==> src/sv/adfp_pkg.sv <==
`timescale 1ns / 1ps
`default_nettype none

package adfp_pkg;

   localparam logic [7:0] CHAR_START = 8'h73;
   localparam logic [7:0] CHAR_END   = 8'h65;
   localparam logic [7:0] CHAR_ZERO  = 8'h30;
   localparam logic [7:0] CHAR_NINE  = 8'h39;

   localparam logic [4:0] END_POS   = 5'd18;
   localparam logic [4:0] FRAME_LEN = 5'd19;

   // field numbers, also the bit of each field in the stopped mask
   localparam logic [1:0] FIELD_DEVICE    = 2'd0;
   localparam logic [1:0] FIELD_PWM       = 2'd1;
   localparam logic [1:0] FIELD_SENSOR    = 2'd2;
   localparam logic [1:0] FIELD_THRESHOLD = 2'd3;

   localparam int DEVICE_W    = 7;
   localparam int PWM_W       = 10;
   localparam int SENSOR_W    = 14;
   localparam int THRESHOLD_W = 10;

   localparam int RSP_DATA_W = 56;

   typedef struct packed {
      logic [4:0]             byte_position;
      logic                   started_with_s;
      logic                   overrun;
      logic [DEVICE_W-1:0]    device_acc;
      logic [PWM_W-1:0]       pwm_acc;
      logic [SENSOR_W-1:0]    sensor_acc;
      logic [THRESHOLD_W-1:0] threshold_acc;
      logic [3:0]             field_stopped;
   } frame_state_type;

   typedef struct packed {
      logic [7:0]             echo_byte;
      logic                   frame_done;
      logic                   frame_ok;
      logic [DEVICE_W-1:0]    device_id;
      logic [PWM_W-1:0]       pwm_level;
      logic [SENSOR_W-1:0]    sensor_reading;
      logic [THRESHOLD_W-1:0] threshold_level;
   } frame_result_type;

endpackage

`default_nettype wire

==> src/sv/adfp_step.sv <==
`timescale 1ns / 1ps
`default_nettype none

module adfp_step (
   input  wire logic [7:0]               rx_byte,
   input  wire adfp_pkg::frame_state_type cur_state,
   output adfp_pkg::frame_state_type      nxt_state,
   output adfp_pkg::frame_result_type     result
);

   logic       in_field;
   logic [1:0] field_sel;
   logic       is_digit;
   logic [3:0] digit;

   assign is_digit = (rx_byte >= adfp_pkg::CHAR_ZERO) && (rx_byte <= adfp_pkg::CHAR_NINE);
   assign digit    = rx_byte[3:0];

   // map position to its decimal field
   always_comb begin
      in_field  = 1'b1;
      field_sel = adfp_pkg::FIELD_DEVICE;
      case (cur_state.byte_position) inside
         [5'd2:5'd3]:   field_sel = adfp_pkg::FIELD_DEVICE;
         [5'd5:5'd7]:   field_sel = adfp_pkg::FIELD_PWM;
         [5'd9:5'd12]:  field_sel = adfp_pkg::FIELD_SENSOR;
         [5'd14:5'd16]: field_sel = adfp_pkg::FIELD_THRESHOLD;
         default:       in_field  = 1'b0;
      endcase
   end

   always_comb begin
      nxt_state        = cur_state;
      result           = '0;
      result.echo_byte = rx_byte;
      if (rx_byte == adfp_pkg::CHAR_START) begin
         nxt_state                = '0;
         nxt_state.started_with_s = 1'b1;
         nxt_state.byte_position  = 5'd1;
      end else if (rx_byte == adfp_pkg::CHAR_END) begin
         result.frame_done = 1'b1;
         if (cur_state.started_with_s && !cur_state.overrun &&
             (cur_state.byte_position == adfp_pkg::END_POS)) begin
            result.frame_ok        = 1'b1;
            result.device_id       = cur_state.device_acc;
            result.pwm_level       = cur_state.pwm_acc;
            result.sensor_reading  = cur_state.sensor_acc;
            result.threshold_level = cur_state.threshold_acc;
         end
         nxt_state = '0;
      end else if (cur_state.byte_position >= adfp_pkg::FRAME_LEN) begin
         // drop the byte and hold the counter saturated
         nxt_state.byte_position = adfp_pkg::FRAME_LEN;
         nxt_state.overrun       = 1'b1;
      end else begin
         if (cur_state.byte_position == 5'd0) begin
            nxt_state.started_with_s = 1'b0;
         end
         if (in_field && !cur_state.field_stopped[field_sel]) begin
            if (!is_digit) begin
               nxt_state.field_stopped[field_sel] = 1'b1;
            end else begin
               // acc * 10 + digit, wrapped to the field width
               case (field_sel)
                  adfp_pkg::FIELD_DEVICE: nxt_state.device_acc =
                     {cur_state.device_acc[3:0], 3'b000} +
                     {cur_state.device_acc[5:0], 1'b0} + {3'b000, digit};
                  adfp_pkg::FIELD_PWM: nxt_state.pwm_acc =
                     {cur_state.pwm_acc[6:0], 3'b000} +
                     {cur_state.pwm_acc[8:0], 1'b0} + {6'b0, digit};
                  adfp_pkg::FIELD_SENSOR: nxt_state.sensor_acc =
                     {cur_state.sensor_acc[10:0], 3'b000} +
                     {cur_state.sensor_acc[12:0], 1'b0} + {10'b0, digit};
                  default: nxt_state.threshold_acc =
                     {cur_state.threshold_acc[6:0], 3'b000} +
                     {cur_state.threshold_acc[8:0], 1'b0} + {6'b0, digit};
               endcase
            end
         end
         nxt_state.byte_position = cur_state.byte_position + 5'd1;
      end
   end

endmodule

`default_nettype wire

==> src/sv/ascii_decimal_frame_parser.sv <==
// A byte on req_tdata passes through the input register and then the result register
// before its result appears on rsp_; an rsp_tready stall holds both.
// Throughput: one byte per cycle; the input register and the result register
// each take a new transfer whenever the stage after them moves on.
// Reset: synchronous, active high; clears both valid flags and the frame state
// (position, start flag, overrun flag, accumulators and stopped mask).
`timescale 1ns / 1ps
`default_nettype none

module ascii_decimal_frame_parser (
   input  wire logic                            clock,
   input  wire logic                            reset,
   input  wire logic                            req_tvalid,
   output logic                                 req_tready,
   input  wire logic [7:0]                      req_tdata,  // rx_byte
   output logic                                 rsp_tvalid,
   input  wire logic                            rsp_tready,
   // echo_byte, device_id, pwm_level, sensor_reading, threshold_level, zero fill
   output logic [adfp_pkg::RSP_DATA_W-1:0]      rsp_tdata,
   output logic                                 rsp_tlast,  // frame_done
   output logic                                 rsp_tuser   // frame_ok
);

   logic                       in_valid_ff;
   logic [7:0]                 in_byte_ff;
   logic                       out_valid_ff;
   adfp_pkg::frame_result_type out_res_ff;
   adfp_pkg::frame_result_type out_res_in;
   adfp_pkg::frame_state_type  state_ff;
   adfp_pkg::frame_state_type  state_in;
   logic                       advance;

   assign advance    = in_valid_ff && (!out_valid_ff || rsp_tready);
   assign req_tready = !in_valid_ff || advance;

   adfp_step u_step (
      .rx_byte   (in_byte_ff),
      .cur_state (state_ff),
      .nxt_state (state_in),
      .result    (out_res_in)
   );

   always_ff @(posedge clock) begin
      if (reset) begin
         in_valid_ff  <= 1'b0;
         out_valid_ff <= 1'b0;
         state_ff     <= '0;
      end else begin
         if (req_tready) begin
            in_valid_ff <= req_tvalid;
         end
         if (advance) begin
            out_valid_ff <= 1'b1;
            state_ff     <= state_in;
         end else if (rsp_tready) begin
            out_valid_ff <= 1'b0;
         end
      end
   end

   always_ff @(posedge clock) begin
      if (req_tready && req_tvalid) begin
         in_byte_ff <= req_tdata;
      end
      if (advance) begin
         out_res_ff <= out_res_in;
      end
   end

   assign rsp_tvalid = out_valid_ff;
   assign rsp_tlast  = out_res_ff.frame_done;
   assign rsp_tuser  = out_res_ff.frame_ok;
   assign rsp_tdata  = {7'b0,
                        out_res_ff.threshold_level,
                        out_res_ff.sensor_reading,
                        out_res_ff.pwm_level,
                        out_res_ff.device_id,
                        out_res_ff.echo_byte};

endmodule

`default_nettype wire

==> config.mk <==
export PLATFORM = sky130hd
export DESIGN_NAME = ascii_decimal_frame_parser
export DESIGN_NICKNAME = d
export VERILOG_FILES = /design/src/sv/adfp_pkg.sv /design/src/sv/adfp_step.sv /design/src/sv/ascii_decimal_frame_parser.sv
export SDC_FILE = /design/constraint.sdc
export NUM_CORES = 1
export LEC_CHECK = 0
export BUFFER_PORTS_ARGS = -buffer_cell sky130_fd_sc_hd__buf_2
export CORE_AREA = 2 2 108 110
export DETAILED_ROUTE_END_ITERATION = 10
export DIE_AREA = 0 0 110 112
export PLACE_DENSITY = 0.75
export SLEW_MARGIN = 20
export SYNTH_ARGS = -nofsm -noshare
export SYNTH_HDL_FRONTEND = slang
export SYNTH_SLANG_ARGS = --single-unit
==> constraint.sdc <==
create_clock -name clock -period 4.7 [get_ports clock]
set_clock_uncertainty 0.2 [all_clocks]
set_input_delay 0.94 -clock clock [delete_from_list [all_inputs] [get_ports clock]]
set_output_delay 0.94 -clock clock [all_outputs]
set_load 0.02 [all_outputs]
Yosys cells after proc, flatten, opt, wreduce, memory -nomap -nowiden
Index checks and enable logic that the tools add are counted.
- shift operators: 0
- bitwise logic cells: 3
- reductions and logical operators: 37
- divide/modulo/power cells: 0
- $add $sub $neg: 9
- $lt $le $gt $ge: 13
- multipliers: 0
- equal/unequal tests: 8
- mux-type cells: 30
- operators by type and width (kind ; number):
    $mux W52 ; 2
    $mux W45 ; 2
    $mux W43 ; 1
    $mux W42 ; 1
    $mux W41 ; 1
    $reduce_bool A3 Y1 ; 7
    $add A10 B10 Y10 ; 2
    $add A10 B4 Y10 ; 2
    $mux W10 ; 2
    $reduce_and A5 Y1 ; 4
    $eq A8 B7 Y1 const B ; 2
    $add A14 B14 Y14 ; 1
    $add A14 B4 Y14 ; 1
    $mux W14 ; 1
    $logic_and A1 B1 Y1 ; 11
    $mux W1 ; 11
    $ge A5 B4 Y1 const B ; 2
    $ge A8 B6 Y1 const B ; 1
    $le A8 B6 Y1 const B ; 1
    $mux W2 ; 4
    $add A7 B4 Y7 ; 1
    $add A7 B7 Y7 ; 1
    $mux W7 ; 1
    $ne A3 B1 Y1 const B ; 2
    30 further kinds ; 36
- word-level logic and storage cells: 118
- bits of input ports: 12
- bits in writable memories: 0
- ROM bits: 0
- memories: 0
- bits in latches: 0
- output and inout port bits: 60
- bits in registers: 113

Depth between registers and ports, before layout
- depth in word-level cells: 16
- mapped depth: 11

Hierarchy
A second synthesis with hierarchy kept.
- cell total of the unflattened synthesis: 743
- area, all modules: 7637.3 um^2
- by module, submodules not included (module ; times used ; cells each ; area an instance (um^2)):
    ascii_decimal_frame_parser ; 1 ; 302 ; 4297.9
    adfp_step ; 1 ; 441 ; 3339.5

Worst setup path after synthesis
No wires, ideal clock.
- path type: input -> register
- start: in rsp_tready
- end: reg state_ff[10] (netlist bit)
- buffers on the path: 0
- setup slack: 1025 ps
- arrival time: 3416 ps
- setup time: 59 ps
- cell stages on the path: 7
- cells stage by stage: nor2b_1 > nand2b_1 > clkinv_1 > nand2_1 > nand2_1 > a31oi_2 > a22o_1
- cells in the longest elaborated chain, start to end: 3
- RTL lines (element ; line ; source):
    start, declared ; ascii_decimal_frame_parser.sv:17 ; input wire logic rsp_tready,
    $logic_or A1 B1 Y1 ; ascii_decimal_frame_parser.sv:33 ; assign advance = in_valid_ff && (!out_valid_ff || rsp_tready);
    $logic_and A1 B1 Y1 ; ascii_decimal_frame_parser.sv:33 ;
    named net advance ; ascii_decimal_frame_parser.sv:31 ; logic advance;
    $reduce_and A5 Y1 (no source line) ; -- ;
    end signal, assigned ; ascii_decimal_frame_parser.sv:54 ; state_ff <= state_in;
    end, declared ; ascii_decimal_frame_parser.sv:29 ; adfp_pkg::frame_state_type state_ff;
The timed path passes the listed nets, and every way through them passes these cells.
A chain may end at the register's enable or synchronous reset.

Final worst setup path
- start: reg in_byte_ff[3]
- end: reg state_ff[26] (netlist bit)
- cells in the longest elaborated chain, start to end: 7
- RTL lines (element ; line ; source):
    start, declared ; ascii_decimal_frame_parser.sv:25 ; logic [7:0] in_byte_ff;
    start signal, assigned ; ascii_decimal_frame_parser.sv:63 ; in_byte_ff <= req_tdata;
    $add A14 B4 Y14 ; adfp_step.sv:73 ; {cur_state.sensor_acc[12:0], 1'b0} + {10'b0, digit};
    $mux W14 ; adfp_step.sv:64 ; case (field_sel)
    $mux W41 ; adfp_step.sv:60 ; if (!is_digit) begin
    $mux W45 ; adfp_step.sv:59 ; if (in_field && !cur_state.field_stopped[field_sel]) begin
    $mux W45 ; adfp_step.sv:51 ; end else if (cur_state.byte_position >= adfp_pkg::FRAME_LEN) begin
    $mux W52 ; adfp_step.sv:40 ; end else if (rx_byte == adfp_pkg::CHAR_END) begin
    $mux W52 ; adfp_step.sv:36 ; if (rx_byte == adfp_pkg::CHAR_START) begin
Parallel ways exist; a longest one is shown, timed or not. The select of a mux whose other input is x is not followed.

==> summary.txt <==
Run status
  – Status: finished, final reports clean

Setup path
  – Critical Path Start Type: register
  – Worst setup startpoint: in_byte_ff[3]
  – Worst r2r src: in_byte_ff[3]
  – Critical path type: register to register
  – Slowest stage delay, CP: 640 ps
  – Worst Path Arrival: 3230 ps
  – Reg-to-reg critical path endpoint: state_ff[26]
  – Crit-path cells: fa_1, inv_1, fa_1, nand2b_1, a21oi_1, o2111ai_1, a21oi_1, o21ai_0, a32o_1
  – Delay-heaviest family, CP: adder cells
  – Worst Path Buf+Inv: 1
  – Critical Path Slowest Stage Cell: fa_1
  – Worst Reg-to-Reg Cells: 9
  – Reg2reg setup slack: 1570 ps
  – Crit-path max FO: 7
  – Stages on worst setup path: 9
  – CP endpoint kind: register
  – CP required: 4800 ps
  – CP endpoint: state_ff[26]

Yosys
  – Mapped Cells: 526
  – Post-synthesis register bit count: 113
  – Synth top area share: 29.5%
  – Ys flop type: edfxtp_1
  – Synth async-reset ratio: 0%
  – Top post-synthesis cells by area: edfxtp_1 30%, dfxtp_1 18%, ha_1 13%
  – Seq/Total Area, Yosys: 47.5%
  – Netlist Area Pre-Place: 0.00600 sq mm
  – Post-synth top area cell: edfxtp_1
  – Yosys cell types: 63
  – Post-synth EDFFs: 59
  – Avg Inst Size Synth: 11.4 sq um
  – Syn. warnings: 0

STA
  – RSZ-0062 raised after global routing: no
  – Fin crit period: 3130 ps
  – Final Setup Violations: 0
  – Final hold vios: 0
  – Relative slew margins: 39.9%
  – Max Slew Vio Count: 0
  – Worst Tran Pin Value: 894 ps
  – Max frequency: 319 MHz
  – Tcrit/Tclk final: 66.7%
  – Post-route setup TNS: 0 ps

Power
  – Reg power frac: 47.8%
  – Clock power frac: 47.1%
  – Comb pwr share: 5.0%
  – P_sw: 0.000508 W
  – Switching part of the total: 22.4%
  – Power Dens Cells: 329 mW/mm^2
  – IR drop worst, VDD: 0.186 mV
  – Pleak: 2.98 nW
  – Internal power: 0.00176 W

GRT
  – First-pass GRT wire length: 19.2 mm
  – Initial antenna violation count: 0
  – Total gr overflow: 0
  – Vias in the first global route: 4116
  – Pin count of the biggest net entering global routing: 58
  – GRT Total Usage: 20.2%

Layout
  – N_diodes: 0
  – Final net count: 676
  – Layout cells sized above 1: 17.2%
  – Commonest non-fill, non-tap cell in the layout: buf_2
  – Area delta synth->final: 14.7%
  – Most frequent cells in the layout: 64 x buf_2, 62 x ha_1, 59 x edfxtp_1
  – Final core area utilization: 61.6%

Die
  – Die area: 0.0123 sq mm
  – Die width: 110 um
  – Core ar.: 0.0112 sq mm
  – Cell row count: 39
  – Boundary Pins: 72
  – Initial core utilization: 53.7%
  – Die Span Y: 112 um

Place
  – Post-DP HPWL: 8.30 mm
  – Routability congestion estimate from global placement: 0.844
  – Port bufs: 64

Detailed routing
  – Total Wirelength: 11.6 mm
  – Drt first pass iters: 4
  – WL per Instance: 15.5 um
  – ANT nets after route: 0
  – Drc violations: 0
  – Number of vias per cell: 5.48
  – DR vias: 4103
  – Drt initial violations: 203

Clocking
  – Worst-path clk slew: 50 ps
  – Total CTS buffers: 17
  – Clk_lat worst skew: 410 ps
  – Total setup buffers inserted after CTS: 0
  – Clk root buf: clkbuf_16
  – Number of gates resized after CTS: 0
  – H-Tree Depth: 4
  – Clock Sinks: 113
  – Maximum root-to-sink buffer count: 2
  – Hold_buf cts: 0
  – CTS tree: yes

Flow run
  – Max cap viols: 0

Min path
  – HP Class: register to register
[per-stage QoR]
step	instance area (sq um)	setup WS, ps	total power, W	std cells	hold slack [ps]
detailed placement	6400	1420	0.00122	718	245
global placement	6400	1610	0.00121	718	241
CTS	6890	1580	0.00228	749	261
finish	6890	1570	0.00226	749	260
global route	6890	1400	0.00234	749	284
floorplan	6030	1030	0.00118	532	224
[Yosys cell counts, types with 11 or more instances]
| master | count |
|---|---|
| a21oi_1 | 25 |
| a22o_1 | 29 |
| and2_1 | 44 |
| dfxtp_1 | 54 |
| edfxtp_1 | 59 |
| ha_1 | 62 |
| inv_1 | 25 |
| nand2_1 | 19 |
| nor2_1 | 28 |
| nor3_1 | 11 |
| o21ai_0 | 19 |
| xnor2_1 | 21 |
[cells by family (layout without fill, tap and decap cells)]
logic type               after synthesis  after routing  share of synthesized area (%)
flip-flops                           113            113                           47.5
AND/OR/NAND/NOR                      144            144                           13.5
AO/OA/AOI/OAI                        121            121                           15.1
XOR/XNOR                              28             28                           4.08
other                                  1              7                         0.0625
adder cells (fa/ha/maj)               70             70                           15.6
buffers and inverters                 49            123                           4.15
[layout make-up]
class	instances	area [sq um]
timing repair buffer	66	335
sequential	113	2850
clock inverter	9	45.0
inverter	26	97.6
clock buffer	22	444
fill	884	4290
multi-input combinational	370	2930
tap	143	179
[how the worst min path moves through the flow]
| stage | from | to | slack [ps] | depth (start not counted) |
|---|---|---|---|---|
| finish | state_ff[2] | state_ff[2] | 260 | 2 |
| global route | state_ff[2] | state_ff[2] | 280 | 2 |
| CTS | state_ff[2] | state_ff[2] | 260 | 2 |
| detailed placement | state_ff[2] | state_ff[2] | 250 | 2 |
| global placement | state_ff[2] | state_ff[2] | 240 | 2 |
| floorplan | state_ff[44] | state_ff[44] | 220 | 1 |
[state kept, by name (all words and copies together), names as in the netlist]
signal / count
state_ff: 52
rsp_tdata: 49
in_byte_ff: 8
in_valid_ff: 1
rsp_tlast: 1
rsp_tuser: 1
rsp_tvalid: 1
[power by group through the flow]
stage	Clock (W)	Combinational, W	Sequential, W
detailed placement	0	0.000114	0.00110
global route	0.00113	0.000125	0.00109
CTS	0.00108	0.000115	0.00108
floorplan	0	0.0000548	0.00113
finish	0.00107	0.000114	0.00108
global placement	0	0.000111	0.00110
[worst min-delay path: stages, from the launching register on]
cell     delay, ps
dfxtp_1        320
nand2_1         50
o21ai_0         60
[layer usage]
metal	up-vias	share of wire, %	global-route usage, %
met5	-	0	0
met4	0	1.0	7.93
met3	10	4.6	5.74
met2	89	50	33.3
met1	1940	44	24.9
li1	2064	-	-
Power figures use the tool's default switching activity.
